--- src/sv/bsc_pkg.sv ---
// Shared types, constants and helpers for the byte stream cipher with tag.
// No dependencies.
`default_nettype none
package bsc_pkg;

    localparam logic [31:0] MUL_STEP   = 32'hBF58476D;
    localparam logic [31:0] MUL_GOLD   = 32'h9E3779B9;
    localparam logic [31:0] TAG_INIT_A = 32'h6A09E667;
    localparam logic [31:0] TAG_INIT_B = 32'hBB67AE85;
    localparam logic [31:0] MUL_FINAL  = 32'h94D049BB;
    localparam logic [31:0] MUL_COUNT  = 32'h6C62272E;

    localparam int NUM_WORDS = 8;

    localparam logic [2:0] REG_KEY0 = 3'd0;
    localparam logic [2:0] REG_KEY1 = 3'd1;
    localparam logic [2:0] REG_KEY2 = 3'd2;
    localparam logic [2:0] REG_KEY3 = 3'd3;
    localparam logic [2:0] REG_DIR  = 3'd4;

    typedef logic [NUM_WORDS-1:0][31:0] t_words;

    typedef struct packed {
        logic        en;
        logic [31:0] a;
        logic [31:0] b;
    } t_mul_req;

    typedef enum logic [10:0] {
        S_IDLE = 11'b000_0000_0001,
        S_M1   = 11'b000_0000_0010,
        S_UPD  = 11'b000_0000_0100,
        S_M2   = 11'b000_0000_1000,
        S_A    = 11'b000_0001_0000,
        S_M3   = 11'b000_0010_0000,
        S_B    = 11'b000_0100_0000,
        S_H    = 11'b000_1000_0000,
        S_F    = 11'b001_0000_0000,
        S_T    = 11'b010_0000_0000,
        S_DONE = 11'b100_0000_0000
    } t_state;

    function automatic logic [31:0] rotl32(input logic [31:0] x, input int r);
        rotl32 = (x << r) | (x >> (32 - r));
    endfunction

endpackage
`default_nettype wire

--- src/sv/bsc_mul.sv ---
// Shared 32x32 multiplier, low word of the product registered.
// Depends on bsc_pkg.
`default_nettype none
module bsc_mul (
    input  wire logic             i_clk,
    input  wire bsc_pkg::t_mul_req i_req,
    output logic [31:0]           o_prod
);
    import bsc_pkg::*;

    logic [31:0] r_prod;

    always_ff @(posedge i_clk) begin
        if (i_req.en) begin
            r_prod <= i_req.a * i_req.b;
        end
    end

    assign o_prod = r_prod;

endmodule
`default_nettype wire

--- src/sv/bsc_wupd.sv ---
// Cipher word update for one byte and the keystream byte it yields.
// Depends on bsc_pkg; the multiply term arrives from bsc_mul.
`default_nettype none
module bsc_wupd (
    input  wire bsc_pkg::t_words i_w,
    input  wire logic [31:0]     i_prod,
    output bsc_pkg::t_words      o_w,
    output logic [7:0]           o_ks
);
    import bsc_pkg::*;

    logic [31:0] t;
    t_words      nw;

    always_comb begin
        t     = i_w[0] ^ rotl32(i_w[3], 7);
        nw[0] = i_w[1] + i_w[4];
        nw[1] = i_w[2] ^ (i_w[5] >> 9);
        nw[2] = i_prod;
        nw[3] = i_w[4] ^ t;
        nw[4] = i_w[5] + i_w[6];
        nw[5] = i_w[6] ^ rotl32(i_w[7], 13);
        nw[6] = i_w[7] + nw[0];
        nw[7] = t ^ (nw[2] >> 11) ^ nw[1];
        o_ks  = '0;
        for (int i = 0; i < NUM_WORDS; i++) begin
            o_ks = o_ks ^ nw[i][7:0];
        end
    end

    assign o_w = nw;

endmodule
`default_nettype wire

--- src/sv/byte_stream_cipher_with_mac.sv ---
// Byte stream cipher with keyed message tag: top level, sequencer and registers.
// Depends on bsc_pkg, bsc_mul, bsc_wupd.
//
// Input stream: one message byte per transfer, tlast marks the last byte.
// Output stream: one result per input byte: tdata = {tag, data_out}, tlast = last.
// tag is zero unless tlast is set.
// APB port: 64-bit registers at 8*i: key words 0..3, then direction.
// Every multiply goes through one shared registered 32x32 multiplier under a
// one-hot sequencer, one multiply per step. A byte's result is loaded into the
// output register in step DONE, after steps M1, UPD, M2, A, M3 and B, and ready
// is high again from then on, so a new byte is taken only once the last is done;
// the last byte of a message adds steps H, F and T for the tag finish.
// s_axis_tready is high only while the sequencer is idle.
// The output register holds a result until taken; while the receiver stalls
// a finished result waits in the sequencer and no new byte is taken.
// Reset (synchronous, active low) clears keys, direction and message state;
// the next byte starts a new message.
`default_nettype none
module byte_stream_cipher_with_mac (
    input  wire logic        i_clk,
    input  wire logic        i_rst_n,
    input  wire logic        s_axis_tvalid,
    output logic             s_axis_tready,
    input  wire logic [7:0]  s_axis_tdata,   // data_in[7:0]
    input  wire logic        s_axis_tlast,   // end_of_message
    output logic             m_axis_tvalid,
    input  wire logic        m_axis_tready,
    output logic [39:0]      m_axis_tdata,   // data_out[7:0], tag[39:8]
    output logic             m_axis_tlast,   // last_out
    input  wire logic        psel,
    input  wire logic        penable,
    input  wire logic        pwrite,
    input  wire logic [5:0]  paddr,
    input  wire logic [63:0] pwdata,
    output logic [63:0]      prdata,
    output logic             pready
);
    import bsc_pkg::*;

    t_state          r_state, n_state;
    logic [3:0][63:0] r_key;
    logic            r_dir;
    t_words          r_w, n_w;
    logic [31:0]     r_a, n_a, r_b, n_b, r_cnt, n_cnt, r_h, n_h, r_t, n_t;
    logic            r_inmsg, n_inmsg;
    logic [7:0]      r_d, n_d, r_o, n_o, r_p, n_p;
    logic            r_last, n_last;
    logic            r_ov, n_ov;
    logic [39:0]     r_odata, n_odata;
    logic            r_olast, n_olast;

    t_mul_req        mreq;
    logic [31:0]     prod;
    t_words          upd_w;
    logic [7:0]      ks;
    t_words          key_w;
    logic            s_acc, cfg_wr, out_free;
    logic [2:0]      reg_idx;
    logic [7:0]      o_byte;

    bsc_mul u_mul (
        .i_clk  (i_clk),
        .i_req  (mreq),
        .o_prod (prod)
    );

    bsc_wupd u_wupd (
        .i_w    (r_w),
        .i_prod (prod),
        .o_w    (upd_w),
        .o_ks   (ks)
    );

    assign pready        = 1'b1;
    assign reg_idx       = paddr[5:3];
    assign cfg_wr        = psel && penable && pwrite;
    assign s_axis_tready = (r_state == S_IDLE);
    assign s_acc         = s_axis_tvalid && s_axis_tready;
    assign out_free      = !r_ov || m_axis_tready;
    assign o_byte        = r_d ^ ks;

    always_comb begin
        for (int i = 0; i < NUM_WORDS; i++) begin
            key_w[i] = r_key[i >> 1][32*(i & 1) +: 32];
        end
    end

    always_comb begin
        case (reg_idx)
            REG_KEY0: prdata = r_key[0];
            REG_KEY1: prdata = r_key[1];
            REG_KEY2: prdata = r_key[2];
            REG_KEY3: prdata = r_key[3];
            REG_DIR:  prdata = {63'b0, r_dir};
            default:  prdata = '0;
        endcase
    end

    always_comb begin
        mreq = '{en: 1'b0, a: '0, b: '0};
        case (r_state)
            S_M1:    mreq = '{en: 1'b1, a: r_w[3], b: MUL_STEP};
            S_M2:    mreq = '{en: 1'b1, a: {24'b0, r_p}, b: MUL_GOLD};
            S_M3:    mreq = '{en: 1'b1, a: r_a, b: MUL_STEP};
            S_H:     mreq = '{en: 1'b1, a: r_cnt, b: MUL_COUNT};
            S_F:     mreq = '{en: 1'b1, a: r_h, b: MUL_FINAL};
            default: mreq = '{en: 1'b0, a: '0, b: '0};
        endcase
    end

    always_comb begin
        n_state = r_state;
        n_w     = r_w;
        n_a     = r_a;
        n_b     = r_b;
        n_cnt   = r_cnt;
        n_h     = r_h;
        n_t     = r_t;
        n_inmsg = r_inmsg;
        n_d     = r_d;
        n_o     = r_o;
        n_p     = r_p;
        n_last  = r_last;
        n_ov    = r_ov && !m_axis_tready;
        n_odata = r_odata;
        n_olast = r_olast;
        case (r_state)
            S_IDLE: begin
                if (s_acc) begin
                    n_d     = s_axis_tdata;
                    n_last  = s_axis_tlast;
                    n_state = S_M1;
                    if (!r_inmsg) begin
                        n_w     = key_w;
                        n_a     = TAG_INIT_A ^ key_w[0];
                        n_b     = TAG_INIT_B ^ key_w[1];
                        n_cnt   = '0;
                        n_inmsg = 1'b1;
                    end
                end
            end
            S_M1: n_state = S_UPD;
            S_UPD: begin
                n_w     = upd_w;
                n_o     = o_byte;
                n_p     = r_dir ? o_byte : r_d;
                n_state = S_M2;
            end
            S_M2: n_state = S_A;
            S_A: begin
                n_a     = rotl32(r_a ^ prod, 13) + r_b;
                n_state = S_M3;
            end
            S_M3: n_state = S_B;
            S_B: begin
                n_b     = rotl32(r_b ^ prod, 7) + {24'b0, r_p ^ r_cnt[7:0]};
                n_cnt   = r_cnt + 32'd1;
                n_t     = '0;
                n_state = r_last ? S_H : S_DONE;
            end
            S_H: begin
                n_h     = rotl32(r_a ^ r_b ^ {16'b0, r_key[3][47:32]}, 17);
                n_state = S_F;
            end
            S_F: begin
                n_t     = prod ^ r_b;
                n_state = S_T;
            end
            S_T: begin
                n_t     = r_t ^ prod;
                n_state = S_DONE;
            end
            S_DONE: begin
                if (out_free) begin
                    n_ov    = 1'b1;
                    n_odata = {r_t, r_o};
                    n_olast = r_last;
                    n_inmsg = !r_last;
                    n_state = S_IDLE;
                end
            end
            default: n_state = S_IDLE;
        endcase
    end

    always_ff @(posedge i_clk) begin
        if (!i_rst_n) begin
            r_state <= S_IDLE;
            r_key   <= '0;
            r_dir   <= 1'b0;
            r_a     <= '0;
            r_b     <= '0;
            r_cnt   <= '0;
            r_inmsg <= 1'b0;
            r_ov    <= 1'b0;
        end else begin
            r_state <= n_state;
            r_a     <= n_a;
            r_b     <= n_b;
            r_cnt   <= n_cnt;
            r_inmsg <= n_inmsg;
            r_ov    <= n_ov;
            if (cfg_wr) begin
                case (reg_idx)
                    REG_KEY0: r_key[0] <= pwdata;
                    REG_KEY1: r_key[1] <= pwdata;
                    REG_KEY2: r_key[2] <= pwdata;
                    REG_KEY3: r_key[3] <= pwdata;
                    REG_DIR:  r_dir    <= pwdata[0];
                    default:  ;
                endcase
            end
        end
    end

    always_ff @(posedge i_clk) begin
        r_w     <= n_w;
        r_h     <= n_h;
        r_t     <= n_t;
        r_d     <= n_d;
        r_o     <= n_o;
        r_p     <= n_p;
        r_last  <= n_last;
        r_odata <= n_odata;
        r_olast <= n_olast;
    end

    assign m_axis_tvalid = r_ov;
    assign m_axis_tdata  = r_odata;
    assign m_axis_tlast  = r_olast;

`ifndef SYNTHESIS
    a_busy_after_accept: assert property (@(posedge i_clk) disable iff (!i_rst_n)
        s_acc |=> !s_axis_tready)
        else $error("input taken while a byte is in flight");

    a_count_clear_at_start: assert property (@(posedge i_clk) disable iff (!i_rst_n)
        (s_acc && !r_inmsg) |=> (r_cnt == 32'd0) && r_inmsg)
        else $error("message start did not reset byte count");

    a_tag_zero_mid_message: assert property (@(posedge i_clk) disable iff (!i_rst_n)
        (m_axis_tvalid && !m_axis_tlast) |-> (m_axis_tdata[39:8] == 32'd0))
        else $error("nonzero tag on a byte that does not end the message");
`endif

endmodule
`default_nettype wire

--- config.mk ---
export PLATFORM = sky130hd
export DESIGN_NAME = byte_stream_cipher_with_mac
export DESIGN_NICKNAME = d
export VERILOG_FILES = /design/src/sv/bsc_pkg.sv /design/src/sv/bsc_mul.sv /design/src/sv/bsc_wupd.sv /design/src/sv/byte_stream_cipher_with_mac.sv
export SDC_FILE = /design/constraint.sdc
export NUM_CORES = 2
export LEC_CHECK = 0
export ABC_AREA = 1
export BUFFER_PORTS_ARGS = -buffer_cell sky130_fd_sc_hd__buf_2
export CAP_MARGIN = 0
export CORE_UTILIZATION = 45
export DETAILED_ROUTE_END_ITERATION = 7
export PLACE_DENSITY_LB_ADDON = 0.25
export SLEW_MARGIN = 40
export SYNTH_ARGS = -nofsm -noshare
export SYNTH_HDL_FRONTEND = slang
export SYNTH_HIERARCHICAL = 1
export SYNTH_SLANG_ARGS = --single-unit
--- constraint.sdc ---
create_clock -name i_clk -period 15.4 [get_ports i_clk]
set_input_delay 3.08 -clock i_clk [delete_from_list [all_inputs] [get_ports i_clk]]
set_output_delay 3.08 -clock i_clk [all_outputs]
set_load 0.1 [all_outputs]
==> impl_metrics.xml <==
<?xml version="1.0" encoding="UTF-8"?>
<metrics>
  <group name="outcome">
    <metric name="outcome" unit="">completed</metric>
  </group>
  <group name="logic_synthesis">
    <metric name="netlist_instances" unit="">8313</metric>
    <metric name="synthesis.area_per_instance" unit="µm²">7.56</metric>
    <metric name="ys_seq_elements" unit="">784</metric>
    <metric name="synth-seq-area-share" unit="%">31.6</metric>
    <metric name="post_synth_num_cell_types" unit="">65</metric>
    <metric name="ys_warn_count" unit="">6</metric>
    <metric name="syn_nets" unit="">9073</metric>
    <metric name="synthesis.area" unit="µm²">62800</metric>
  </group>
  <group name="layout">
    <metric name="layout.cells.most_common" unit="">sky130_fd_sc_hd__nand2_1</metric>
    <metric name="layout.cells.most_common_list" unit="">sky130_fd_sc_hd__nand2_1 (2418), sky130_fd_sc_hd__inv_1 (1341), sky130_fd_sc_hd__nor2_1 (667), sky130_fd_sc_hd__o21ai_0 (458), sky130_fd_sc_hd__edfxtp_1 (418)</metric>
    <metric name="n_fill_cell" unit="">13700</metric>
    <metric name="finalNetCount" unit="">9084</metric>
    <metric name="syn_to_final_growth" unit="%">9.09</metric>
    <metric name="drive_above_1_share" unit="%">6.45</metric>
  </group>
  <group name="timing">
    <metric name="report.final.setup_viol" unit="">0</metric>
    <metric name="final.setup_skew" unit="ns">0.0865</metric>
    <metric name="slew_violations" unit="">0</metric>
    <metric name="grt_setup_unrepaired" unit="">false</metric>
    <metric name="final-hold-violation-count" unit="">0</metric>
    <metric name="fin_tns_setup" unit="ns">0</metric>
    <metric name="maxClockFrequency" unit="MHz">108</metric>
    <metric name="tightestPinTransition" unit="ns">1.09</metric>
    <metric name="layout_worst_path_cycle_share" unit="%">60.1</metric>
    <metric name="fin_crit" unit="ns">9.26</metric>
    <metric name="slew-limit-headroom" unit="%">26.4</metric>
  </group>
  <group name="clocking">
    <metric name="clock_tree_from_tritoncts" unit="">yes</metric>
    <metric name="post_cts_hold_buffer_count" unit="">0</metric>
    <metric name="ctsRootBufferMaster" unit="">sky130_fd_sc_hd__clkbuf_16</metric>
    <metric name="cts_made_buffers" unit="">89</metric>
    <metric name="clock_insertion_delay_worst_skew" unit="ns">0.76</metric>
    <metric name="cts_max_path_buffers" unit="">3</metric>
    <metric name="cts.reportedPaths.clkPinSlew" unit="ns">0.06</metric>
    <metric name="cts_post_setup_buffers_inserted" unit="">0</metric>
    <metric name="cts_sinks" unit="">784</metric>
    <metric name="post_cts_resize_count" unit="">0</metric>
    <metric name="htreeDepth" unit="">3</metric>
  </group>
  <group name="critical_path">
    <metric name="timing_worst_setup_path_type" unit="">in -&gt; out</metric>
    <metric name="critPathMaxFanout" unit="">39</metric>
    <metric name="critPathArrivalTime" unit="ns">6.18</metric>
    <metric name="worst-r2r-cell-count" unit="">32</metric>
    <metric name="required" unit="ns">12.32</metric>
    <metric name="reg2reg_setup_slack" unit="ns">6.20</metric>
    <metric name="crit_path_end_kind" unit="">output pin</metric>
    <metric name="startpoint_type_of_the_worst_setup_path" unit="">input pin</metric>
  </group>
  <group name="power">
    <metric name="cellPowerDensity" unit="nW/µm²">104</metric>
    <metric name="power.ir.vdd_worst" unit="µV">102</metric>
    <metric name="finalPower" unit="W">0.00713</metric>
    <metric name="total_leakage_power" unit="nW">33.4</metric>
  </group>
  <group name="placed_design">
    <metric name="dp_hpwl" unit="µm">213000</metric>
    <metric name="port_buffers" unit="">189</metric>
    <metric name="finalWeightedCongestion" unit="">1.07</metric>
  </group>
  <group name="detailed_routing">
    <metric name="routed_wirelength" unit="µm">270000</metric>
    <metric name="post-route-drc-count" unit="">0</metric>
    <metric name="vias_per_cell" unit="">5.58</metric>
    <metric name="routedWlPerCell" unit="µm">26.3</metric>
    <metric name="dr.pass1.iters" unit="">7</metric>
    <metric name="detail-route-antenna-nets" unit="">0</metric>
    <metric name="drt_iter0_markers" unit="">7420</metric>
    <metric name="via_count" unit="">57400</metric>
  </group>
  <group name="die">
    <metric name="io_pins" unit="">194</metric>
    <metric name="die_height" unit="µm">376</metric>
    <metric name="design.core.area" unit="µm²">138000</metric>
    <metric name="fp-row-count" unit="">136</metric>
    <metric name="fp.dieArea" unit="µm²">141000</metric>
    <metric name="floorplan.initialDensity" unit="%">45.5</metric>
    <metric name="fp.dieW" unit="µm">376</metric>
  </group>
  <group name="hold_path">
    <metric name="hold_path_depth" unit="">0</metric>
    <metric name="worst_min_path_class" unit="">reg -&gt; reg</metric>
  </group>
  <group name="global_route">
    <metric name="grt_pass1_vias" unit="">53700</metric>
    <metric name="grt_antenna_before_repair" unit="">31</metric>
    <metric name="globalRoute.totalOverflow" unit="">0</metric>
    <metric name="grt_max_degree" unit="">125</metric>
    <metric name="first_pass_grt_wire_length" unit="µm">383000</metric>
    <metric name="grt_use_total" unit="%">37.9</metric>
  </group>
  <group name="run">
    <metric name="drv_cap" unit="">0</metric>
  </group>
</metrics>
-- cell families after synthesis --
family,count (synthesis),share of synthesized area (%)
AO/OA/AOI/OAI,1090,9.77
XOR/XNOR,485,6.86
adder cells (fa/ha/maj),674,18.4
buffers and inverters,1732,10.9
flip-flops,784,31.6
other,2,0.0120
AND/OR/NAND/NOR,3546,22.5
-- power by group --
group	total, W	internal, W	leakage, nW	switching, W
sequential	0.00262	0.00238	6.92	0.000235
clock	0.00224	0.00125	1.46	0.000987
combinational	0.00227	0.000668	25.0	0.00161
total	0.00713	0.00430	33.4	0.00283
-- synth_stat cells, drive strengths merged --
| master | n | area [µm²] |
|---|---|---|
| o221ai | 1 | 8.76 |
| dfxtp | 366 | 7330 |
| a21o | 19 | 143 |
| nor2 | 681 | 2590 |
| xnor3 | 1 | 22.5 |
| o21a | 9 | 67.6 |
| o211ai | 44 | 335 |
| a221oi | 13 | 120 |
| inv | 1357 | 5090 |
| nor4 | 4 | 25.0 |
| o2111ai | 22 | 193 |
| nand3b | 22 | 165 |
| a21boi | 4 | 30.0 |
| o32ai | 6 | 52.6 |
| o21bai | 19 | 146 |
| a21oi | 371 | 1880 |
| edfxtp | 418 | 12600 |
| nand3 | 263 | 1340 |
| a22oi | 55 | 413 |
| a211oi | 4 | 30.0 |
| fa | 413 | 8270 |
| ha | 261 | 3270 |
| nand2 | 2446 | 9230 |
| conb | 2 | 7.51 |
| o31ai | 4 | 43.8 |
| o22ai | 25 | 156 |
| or2 | 13 | 81.3 |
| nand4 | 47 | 294 |
| xnor2 | 192 | 1700 |
| o21ai | 479 | 2420 |
| a2bb2oi | 1 | 8.76 |
| a31o | 1 | 8.76 |
| and2 | 5 | 31.3 |
| xor2 | 292 | 2590 |
| buf | 147 | 870 |
| nor3 | 59 | 330 |
| and3 | 5 | 31.3 |
| clkinv | 7 | 26.3 |
| a31oi | 13 | 81.3 |
| nand2b | 1 | 6.26 |
| clkbuf | 221 | 833 |
-- flip-flops by register name (all words and copies together) (netlist names) --
name / cells
r_p: 8
r_d: 8
r_cnt: 32
r_t: 32
r_h: 32
u_mul/o_prod: 32
r_dir: 1
r_state: 11
r_o: 8
key_w: 256
m_axis_tvalid: 1
r_w: 256
m_axis_tlast: 1
r_inmsg: 1
m_axis_tdata: 40
r_b: 32
r_last: 1
r_a: 32
-- stage by stage --
stage / std cells / hold slack, ns / setup slack [ns] / area, µm² / util, %
after detailed placement: 10100 / 0.405 / 6.32 / 65400 / 47.4
final: 10300 / 0.418 / 6.14 / 68500 / 49.7
after CTS: 10300 / 0.419 / 6.29 / 68400 / 49.6
after global routing: 10300 / 0.426 / 5.62 / 68500 / 49.6
after floorplan: 8313 / 0.400 / 5.56 / 62800 / -
after global placement: 10100 / 0.404 / 6.30 / 65200 / 47.3
-- area by class of cell --
type	count	area [µm²]	area share, %
multi-input combinational	5797	36300	53.0
antenna	22	55.1	0.0803
inverter	1364	5130	7.49
clock buffer	132	2550	3.73
tap	1863	2330	3.40
timing repair buffer	288	1790	2.61
sequential	784	19900	29.0
clock inverter	36	465	0.679
-- per-layer routing --
layer	vias up	track usage (%)	part of all wire (%)
met1	27700	52.3	41
met5	-	0.926	0.11
met2	3165	53.0	41
met3	557	10.7	12
met4	16	21.2	6.3
li1	25900	-	-
-- worst paths after layout --
kind | startpoint | end
min | r_o[0] | m_axis_tdata[0]
min reg2reg | r_o[0] | m_axis_tdata[0]
max reg2reg | r_state[0] | u_mul/o_prod[23]
max | paddr[5] | prdata[50]
-- worst max-delay path: stages --
cell and delay [ns]:
sky130_fd_sc_hd__buf_2 0.14, sky130_fd_sc_hd__nor2_1 0.18, sky130_fd_sc_hd__nand2_1 0.45, sky130_fd_sc_hd__clkinv_2 0.56, sky130_fd_sc_hd__buf_4 0.60, sky130_fd_sc_hd__nand2_1 0.10
sky130_fd_sc_hd__o211ai_1 0.36, sky130_fd_sc_hd__buf_2 0.56
Note: power is estimated with default switching activity, not from simulation.
